===== config.mk =====
export PLATFORM = sky130hd
export DESIGN_NAME = byte_quota_allowance_and_charge
export DESIGN_NICKNAME = d
export VERILOG_FILES = /design/src/rtl/bqac_pkg.sv /design/src/rtl/byte_quota_allowance_and_charge.sv /design/src/rtl/bqac_ram.sv /design/src/rtl/bqac_calc.sv
export SDC_FILE = /design/constraint.sdc
export NUM_CORES = 2
export LEC_CHECK = 0
export BUFFER_PORTS_ARGS = -buffer_cell sky130_fd_sc_hd__buf_2
export CAP_MARGIN = 10
export CORE_MARGIN = 1.5
export CORE_UTILIZATION = 62
export DETAILED_ROUTE_END_ITERATION = 8
export PLACE_DENSITY_LB_ADDON = 0.12
export SYNTH_ARGS = -nofsm -noshare
export SYNTH_HDL_FRONTEND = slang
export SYNTH_SLANG_ARGS = --single-unit

===== constraint.sdc =====
create_clock -name clk_i -period 15.7 [get_ports clk_i]
set_clock_uncertainty 0.2 [all_clocks]
set_input_delay 1.57 -clock clk_i [delete_from_list [all_inputs] [get_ports clk_i]]
set_output_delay 1.57 -clock clk_i [all_outputs]
set_load 0.01 [all_outputs]

===== src/rtl/bqac_pkg.sv =====
package bqac_pkg;

  localparam logic [1:0] OP_ALLOW  = 2'd0;
  localparam logic [1:0] OP_CHARGE = 2'd1;
  localparam logic [1:0] OP_DENY   = 2'd2;

  localparam logic [1:0] SCOPE_NONE       = 2'd0;
  localparam logic [1:0] SCOPE_PRINCIPAL  = 2'd1;
  localparam logic [1:0] SCOPE_CONNECTION = 2'd2;
  localparam logic [1:0] SCOPE_RESERVED   = 2'd3;

  localparam logic [63:0] BYTES_UNLIMITED = '1;

  typedef struct packed {
    logic [1:0]  operation;
    logic        admitted;
    logic [7:0]  owner_slot;
    logic [63:0] stream_limit;
    logic [63:0] principal_limit;
    logic [63:0] stream_used;
    logic [63:0] amount;
    logic [1:0]  current_scope;
    logic [1:0]  deny_scope;
  } item_t;

  typedef struct packed {
    logic [63:0] allowance;
    logic [1:0]  limit_scope;
    logic [63:0] new_stream_used;
    logic [1:0]  new_scope;
    logic        denied;
    logic [31:0] denial_count;
  } result_t;

  typedef struct packed {
    logic        we;
    logic [63:0] data;
  } total_wr_t;

endpackage


===== src/rtl/byte_quota_allowance_and_charge.sv =====
// Channel   Handshake            Payload
// command   start_i / busy_o     operation_i .. deny_scope_i
// result    done_o (one cycle)   allowance_o .. denial_count_o
// config    active_principals_we_i  active_principals_i
//
// One item is taken every cycle; its result is registered in s1 and then in the output stage.
// This depth is set by the principal table read-modify-write: registered RAM read
// in the accept cycle, update in the next, with a bypass for back-to-back charges.
// Reset clears the denial counter, the per-entry valid bits and active_principals;
// an entry never written reads as zero, so no clearing pass is needed.
// busy_o stays low and results cannot be held off.
module byte_quota_allowance_and_charge import bqac_pkg::*; #(
  parameter int PRINCIPALS = 16
) (
  input  logic        clk_i,
  input  logic        rst_ni,
  input  logic        start_i,
  output logic        busy_o,
  input  logic [1:0]  operation_i,
  input  logic        admitted_i,
  input  logic [7:0]  owner_slot_i,
  input  logic [63:0] stream_limit_i,
  input  logic [63:0] principal_limit_i,
  input  logic [63:0] stream_used_i,
  input  logic [63:0] amount_i,
  input  logic [1:0]  current_scope_i,
  input  logic [1:0]  deny_scope_i,
  input  logic        active_principals_we_i,
  input  logic [4:0]  active_principals_i,
  output logic        done_o,
  output logic [63:0] allowance_o,
  output logic [1:0]  limit_scope_o,
  output logic [63:0] new_stream_used_o,
  output logic [1:0]  new_scope_o,
  output logic        denied_o,
  output logic [31:0] denial_count_o
);

  localparam int         AW      = (PRINCIPALS > 1) ? $clog2(PRINCIPALS) : 1;
  localparam logic [8:0] PRIN_LIM = 9'(PRINCIPALS);

  logic            accept;
  item_t           item_d;
  item_t           s1_item_q;
  logic            s1_valid_q;
  logic [4:0]      active_q;
  logic [31:0]     denials_q;
  logic [31:0]     denials_d;
  logic            valid_q [PRINCIPALS];
  logic            fwd_valid_q;
  logic [AW-1:0]   fwd_addr_q;
  logic [63:0]     fwd_data_q;
  logic [AW-1:0]   s1_addr;
  logic            in_range;
  logic            controlled;
  logic            entry_hit;
  logic [63:0]     ram_rdata;
  logic [63:0]     total;
  logic            ram_we;
  result_t         result_d;
  result_t         result_q;
  total_wr_t       total_wr;
  logic            done_q;

  assign busy_o = 1'b0;
  assign accept = start_i && !busy_o;

  assign item_d = '{
    operation:       operation_i,
    admitted:        admitted_i,
    owner_slot:      owner_slot_i,
    stream_limit:    stream_limit_i,
    principal_limit: principal_limit_i,
    stream_used:     stream_used_i,
    amount:          amount_i,
    current_scope:   current_scope_i,
    deny_scope:      deny_scope_i
  };

  bqac_ram #(
    .WIDTH (64),
    .DEPTH (PRINCIPALS)
  ) u_totals (
    .clk_i   (clk_i),
    .we_i    (ram_we),
    .waddr_i (s1_addr),
    .wdata_i (total_wr.data),
    .raddr_i (owner_slot_i[AW-1:0]),
    .rdata_o (ram_rdata)
  );

  assign s1_addr    = s1_item_q.owner_slot[AW-1:0];
  assign in_range   = {1'b0, s1_item_q.owner_slot} < PRIN_LIM;
  assign controlled = s1_item_q.admitted && in_range
                      && (s1_item_q.owner_slot < {3'b000, active_q});
  assign entry_hit  = in_range && valid_q[s1_addr];

  always_comb begin
    // take the total just written over the stale RAM read
    if (fwd_valid_q && fwd_addr_q == s1_addr) begin
      total = fwd_data_q;
    end else if (entry_hit) begin
      total = ram_rdata;
    end else begin
      total = '0;
    end
  end

  bqac_calc u_calc (
    .item_i       (s1_item_q),
    .controlled_i (controlled),
    .total_i      (total),
    .denials_i    (denials_q),
    .result_o     (result_d),
    .total_wr_o   (total_wr),
    .denials_o    (denials_d)
  );

  assign ram_we = s1_valid_q && total_wr.we;

  always_ff @(posedge clk_i or negedge rst_ni) begin
    if (!rst_ni) begin
      s1_valid_q  <= 1'b0;
      done_q      <= 1'b0;
      active_q    <= '0;
      denials_q   <= '0;
      fwd_valid_q <= 1'b0;
      for (int i = 0; i < PRINCIPALS; i++) begin
        valid_q[i] <= 1'b0;
      end
    end else begin
      s1_valid_q  <= accept;
      done_q      <= s1_valid_q;
      fwd_valid_q <= ram_we;
      if (active_principals_we_i) begin
        active_q <= active_principals_i;
      end
      if (s1_valid_q) begin
        denials_q <= denials_d;
      end
      if (ram_we) begin
        valid_q[s1_addr] <= 1'b1;
      end
    end
  end

  always_ff @(posedge clk_i) begin
    if (accept) begin
      s1_item_q <= item_d;
    end
    if (s1_valid_q) begin
      result_q <= result_d;
    end
    if (ram_we) begin
      fwd_addr_q <= s1_addr;
      fwd_data_q <= total_wr.data;
    end
  end

  assign done_o            = done_q;
  assign allowance_o       = result_q.allowance;
  assign limit_scope_o     = result_q.limit_scope;
  assign new_stream_used_o = result_q.new_stream_used;
  assign new_scope_o       = result_q.new_scope;
  assign denied_o          = result_q.denied;
  assign denial_count_o    = result_q.denial_count;

  a_result_follows : assert property (@(posedge clk_i) disable iff (!rst_ni)
    accept |=> ##1 done_o)
    else $error("accepted item produced no result strobe");

  a_count_only_on_deny : assert property (@(posedge clk_i) disable iff (!rst_ni)
    !$stable(denials_q) |-> $past(s1_valid_q && s1_item_q.operation == OP_DENY))
    else $error("denial counter moved without a deny item");

  a_write_only_charge : assert property (@(posedge clk_i) disable iff (!rst_ni)
    ram_we |-> (s1_item_q.operation == OP_CHARGE && controlled))
    else $error("principal table written outside a controlled charge");

  a_deny_marks : assert property (@(posedge clk_i) disable iff (!rst_ni)
    (s1_valid_q && s1_item_q.operation == OP_DENY) |=> (done_o && denied_o))
    else $error("deny item did not mark the connection denied");

endmodule


===== src/rtl/bqac_ram.sv =====
module bqac_ram #(
  parameter int WIDTH = 64,
  parameter int DEPTH = 16,
  localparam int AW = (DEPTH > 1) ? $clog2(DEPTH) : 1
) (
  input  logic             clk_i,
  input  logic             we_i,
  input  logic [AW-1:0]    waddr_i,
  input  logic [WIDTH-1:0] wdata_i,
  input  logic [AW-1:0]    raddr_i,
  output logic [WIDTH-1:0] rdata_o
);

  logic [WIDTH-1:0] mem_q [DEPTH];

  always_ff @(posedge clk_i) begin
    if (we_i) begin
      mem_q[waddr_i] <= wdata_i;
    end
    rdata_o <= mem_q[raddr_i];
  end

endmodule


===== src/rtl/bqac_calc.sv =====
module bqac_calc import bqac_pkg::*; (
  input  item_t       item_i,
  input  logic        controlled_i,
  input  logic [63:0] total_i,
  input  logic [31:0] denials_i,
  output result_t     result_o,
  output total_wr_t   total_wr_o,
  output logic [31:0] denials_o
);

  logic [63:0] stream_left;
  logic [63:0] principal_left;
  logic [64:0] used_sum;
  logic [64:0] total_sum;

  always_comb begin
    // zero limit reads as unlimited
    if (item_i.stream_limit == '0) begin
      stream_left = BYTES_UNLIMITED;
    end else if (item_i.stream_used >= item_i.stream_limit) begin
      stream_left = '0;
    end else begin
      stream_left = item_i.stream_limit - item_i.stream_used;
    end

    if (item_i.principal_limit == '0) begin
      principal_left = BYTES_UNLIMITED;
    end else if (total_i >= item_i.principal_limit) begin
      principal_left = '0;
    end else begin
      principal_left = item_i.principal_limit - total_i;
    end

    used_sum  = {1'b0, item_i.stream_used} + {1'b0, item_i.amount};
    total_sum = {1'b0, total_i} + {1'b0, item_i.amount};
  end

  always_comb begin
    result_o.allowance       = '0;
    result_o.limit_scope     = SCOPE_NONE;
    result_o.new_stream_used = item_i.stream_used;
    result_o.new_scope       = item_i.current_scope;
    result_o.denied          = 1'b0;
    total_wr_o.we            = 1'b0;
    total_wr_o.data          = total_sum[64] ? BYTES_UNLIMITED : total_sum[63:0];
    denials_o                = denials_i;

    case (item_i.operation)
      OP_ALLOW: begin
        if (!controlled_i) begin
          result_o.allowance = BYTES_UNLIMITED;
        end else if (item_i.principal_limit != '0 && principal_left <= stream_left) begin
          result_o.allowance   = principal_left;
          result_o.limit_scope = SCOPE_PRINCIPAL;
        end else if (item_i.stream_limit != '0) begin
          result_o.allowance   = stream_left;
          result_o.limit_scope = SCOPE_CONNECTION;
        end else begin
          result_o.allowance = BYTES_UNLIMITED;
        end
      end
      OP_CHARGE: begin
        if (item_i.amount != '0 && controlled_i) begin
          result_o.new_stream_used = used_sum[64] ? BYTES_UNLIMITED : used_sum[63:0];
          total_wr_o.we            = 1'b1;
        end
      end
      OP_DENY: begin
        // count only the first denial; a reserved scope records as connection
        if (item_i.current_scope == SCOPE_NONE) begin
          result_o.new_scope = (item_i.deny_scope == SCOPE_RESERVED) ? SCOPE_CONNECTION
                                                                     : item_i.deny_scope;
          denials_o          = denials_i + 32'd1;
        end
        result_o.denied = 1'b1;
      end
      default: begin
      end
    endcase

    result_o.denial_count = denials_o;
  end

endmodule

==> impl_metrics.toml <==
[critical_path]
critPathArrivalTime_ns = 10.60
crit_top_cell = "a21oi_1"
cp_data_required_time_ns = 16.09
worstSetupStartpointType = "flip-flop"
reg2reg_depth = 32
cp_slowest_cell = "a41o_2"
critPathMaxStageDelay_ns = 0.86
worstSetupPathType = "flip-flop to flip-flop"
endpoint_kind = "flip-flop"
cp_max_fo = 90

[floorplanning]
initial_utilization = 0.626
design.core.area_um2 = 126000
die_w_um = 360
die_h_um = 360
dieArea_um2 = 129000
rows = 130
ioPinCount = 447

[layout]
final_cells = 7749
final_util = 0.700
final_nets = 6564
drive_above_1_share = 0.195
seq_area_um2 = 48600
syn_to_final_growth_pct = 11.8
fillerInstances = 8424
multiInputGateArea_um2 = 28500

[clocking]
clk_pin_slew_worst_paths_ns = 0.07
cts_buffers = 163
cts_htree_levels = 4
clockBufferDepth = 3
hold_buffers = 0
cts_tree = "yes"
insertion_delay_ns = 0.81
postCtsSetupBuffers = 0
cts.repair.resized = 0
clock-sinks = 1648
cts-root-buf = "clkbuf_16"

[placement]
place_congestion = 0.982
dp_hpwl_um = 158000
dp.cells = 7440
io_buffers = 445

[synthesis]
synth.avg_cell_area_um2 = 14.2
synth_cells = 5566
syn_area_um2 = 78800
ys_seq_area_frac = 0.616
synth-compound-area-share = 0.107
synth.distinct_cells = 103
synth_edf_count = 1528
synth_fp_nets = 6175
synth_top_family_by_area = "compound AO/OA/AOI/OAI gates"
yosys_warnings = 0
synth_simple_gate_area_frac = 0.0730
yosys_register_bits = 1648
synth_ff_type = "edfxtp_1"
synthAdderAreaFrac = 0.0526
async_flop_share = 0.0340
synthXorXnorAreaFrac = 0.0323
yosys-mux-area-fraction = 0.0943

[timing]
hold_viol_final = 0
fin_setup_tns_ns = 0
rsz0062_at_grt = "no"
finalCritPeriodShare = 0.650
fin_crit_ns = 10.21
relSlewSlack = 0.266
slew_violations = 0
setup_viol = 0
fmax_ghz = 0.0980
max_slew.worst_pin.slew_ns = 1.09

[drt]
wl_per_cell_um = 31.1
vias_per_cell = 6.79
drt-initial-drc-count = 7093
drc_errors = 0
vias = 52600
first_pass_iters = 5
ant_nets = 0
wl_um = 241000

[status]
status = "finished clean"

[pwr]
p_leak_nw = 32.6
vdd_drop_max_mv = 0.119
cellPowerDensity_nw_per_um2 = 121

[hold_path]
hold_depth = 1
hold_path.class = "flip-flop to flip-flop"

[global_routing]
overflow = 0
grt_pass1_wl_um = 348000
grt_usage = 0.372
antenna_found_initial = 16
grt_pass1_vias = 51100
grt_max_degree = 147

[run]
drv_cap = 0
-- synthesized netlist by cell type, drive strengths merged, types with 76 or more instances --
cell    number  share of area
edfxtp    1528           0.58
a21oi      467          0.030
nand2      387          0.018
ha         325          0.052
mux4       325          0.093
nor2       259          0.012
a21o       221          0.021
inv        206         0.0098
clkbuf     200         0.0096
o21ai      175          0.011
xnor2      167          0.019
xor2       124          0.014
nand4      107         0.0087
buf         88         0.0053
nand3       76         0.0050
-- cell families (layout without fill, tap and decap cells) --
| group | Yosys count | count (layout) |
|---|---|---|
| DFF | 1648 | 1648 |
| AOI/OAI and AO/OA | 1290 | 1290 |
| and+or+nand+nor | 1178 | 1178 |
| buffers and inverters | 494 | 1023 |
| muxes | 335 | 335 |
| adders and majority gates | 329 | 329 |
| xor gates and xnor gates | 291 | 291 |
| other | 1 | 5 |
-- layout make-up --
| type | instances | area share |
|---|---|---|
| flip-flops and latches | 1648 | 0.551 |
| multi-input cells | 3424 | 0.323 |
| clock buffers | 236 | 0.0525 |
| repair buffers | 512 | 0.0317 |
| well taps | 1650 | 0.0234 |
| clock inverters | 69 | 0.00931 |
| inverters | 206 | 0.00879 |
| diodes | 4 | 0.000114 |
-- layer usage --
metal	GRT usage	vias to the layer above	wire, um
li1	-	22500	-
met5	0	-	73
met1	0.528	26300	94900
met3	0.0893	440	27500
met4	0.127	10	8540
met2	0.569	3330	110000
-- path summary, 6_finish.rpt --
path | startpoint | to | slack, ns
max reg2reg | s1_addr[1] | allowance_o[55] | 5.49
min reg2reg | valid_q[0] | valid_q[0] | 0.27
min in group asynchronous | rst_ni | valid_q[1] | 0.73
max | s1_addr[1] | allowance_o[55] | 5.49
min | valid_q[0] | valid_q[0] | 0.27
max in group asynchronous | rst_ni | s1_valid_q | 13.97
-- worst max-delay path, delay by kind of cell, from the launching register on --
family,cells,cell delay [ns]
AOI/OAI and AO/OA,18,4.58
adders and majority gates,3,0.91
buffers and inverters,4,1.79
DFF,1,0.66
and+or+nand+nor,7,1.78
-- placed cells by master, fill, tap and decap left out, types with 15 or more instances in the layout --
master	n
a211oi_1	39
a21o_1	221
a21oi_1	462
a221oi_1	23
a22o_1	63
a31oi_1	52
and2_1	18
and3_1	37
and4_1	19
buf_2	440
buf_4	67
clkbuf_1	50
clkbuf_16	167
clkbuf_8	19
clkinv_1	15
clkinv_2	24
dfrtp_1	55
dfxtp_1	64
edfxtp_1	1528
ha_1	325
inv_1	203
mux4_2	325
nand2_1	387
nand2b_1	41
nand3_1	75
nand4_1	104
nor2_1	249
nor2b_1	31
nor3_1	56
nor4_1	58
o211ai_1	15
o21a_1	35
o21ai_0	155
o21ai_1	19
o21bai_1	45
o31ai_1	18
or2_2	28
or3_1	22
xnor2_1	167
xor2_1	124
-- power breakdown --
part	switching, mW	leakage [nW]	internal [mW]
logic	0.958	14.6	0.582
clock network	1.74	2.65	2.23
registers	0.172	15.4	4.96
total	2.87	32.6	7.77
-- flip-flops by register name, indices dropped and copies added (netlist names), 2 cells and up --
register           cells
limit_scope_o          2
u_totals.rdata_o      64
u_totals.mem_q      1024
s1_addr                4
fwd_addr_q             4
new_scope_o            2
s1_item_q            267
new_stream_used_o     64
valid_q               16
denial_count_o        32
denials_q             32
allowance_o           64
fwd_data_q            64
active_q               5
-- stage by stage --
stage	total power [mW]	area, um^2	hold WS, ns	setup slack, ns
detailed placement	6.70	82700	0.250	5.52
global route	11.0	88100	0.301	4.67
global placement	6.70	82700	0.258	5.78
finish	10.6	88100	0.274	5.49
CTS	10.6	88100	0.272	5.55
floorplan	6.16	78800	0.234	3.83
(Power assumes the default switching activity.)
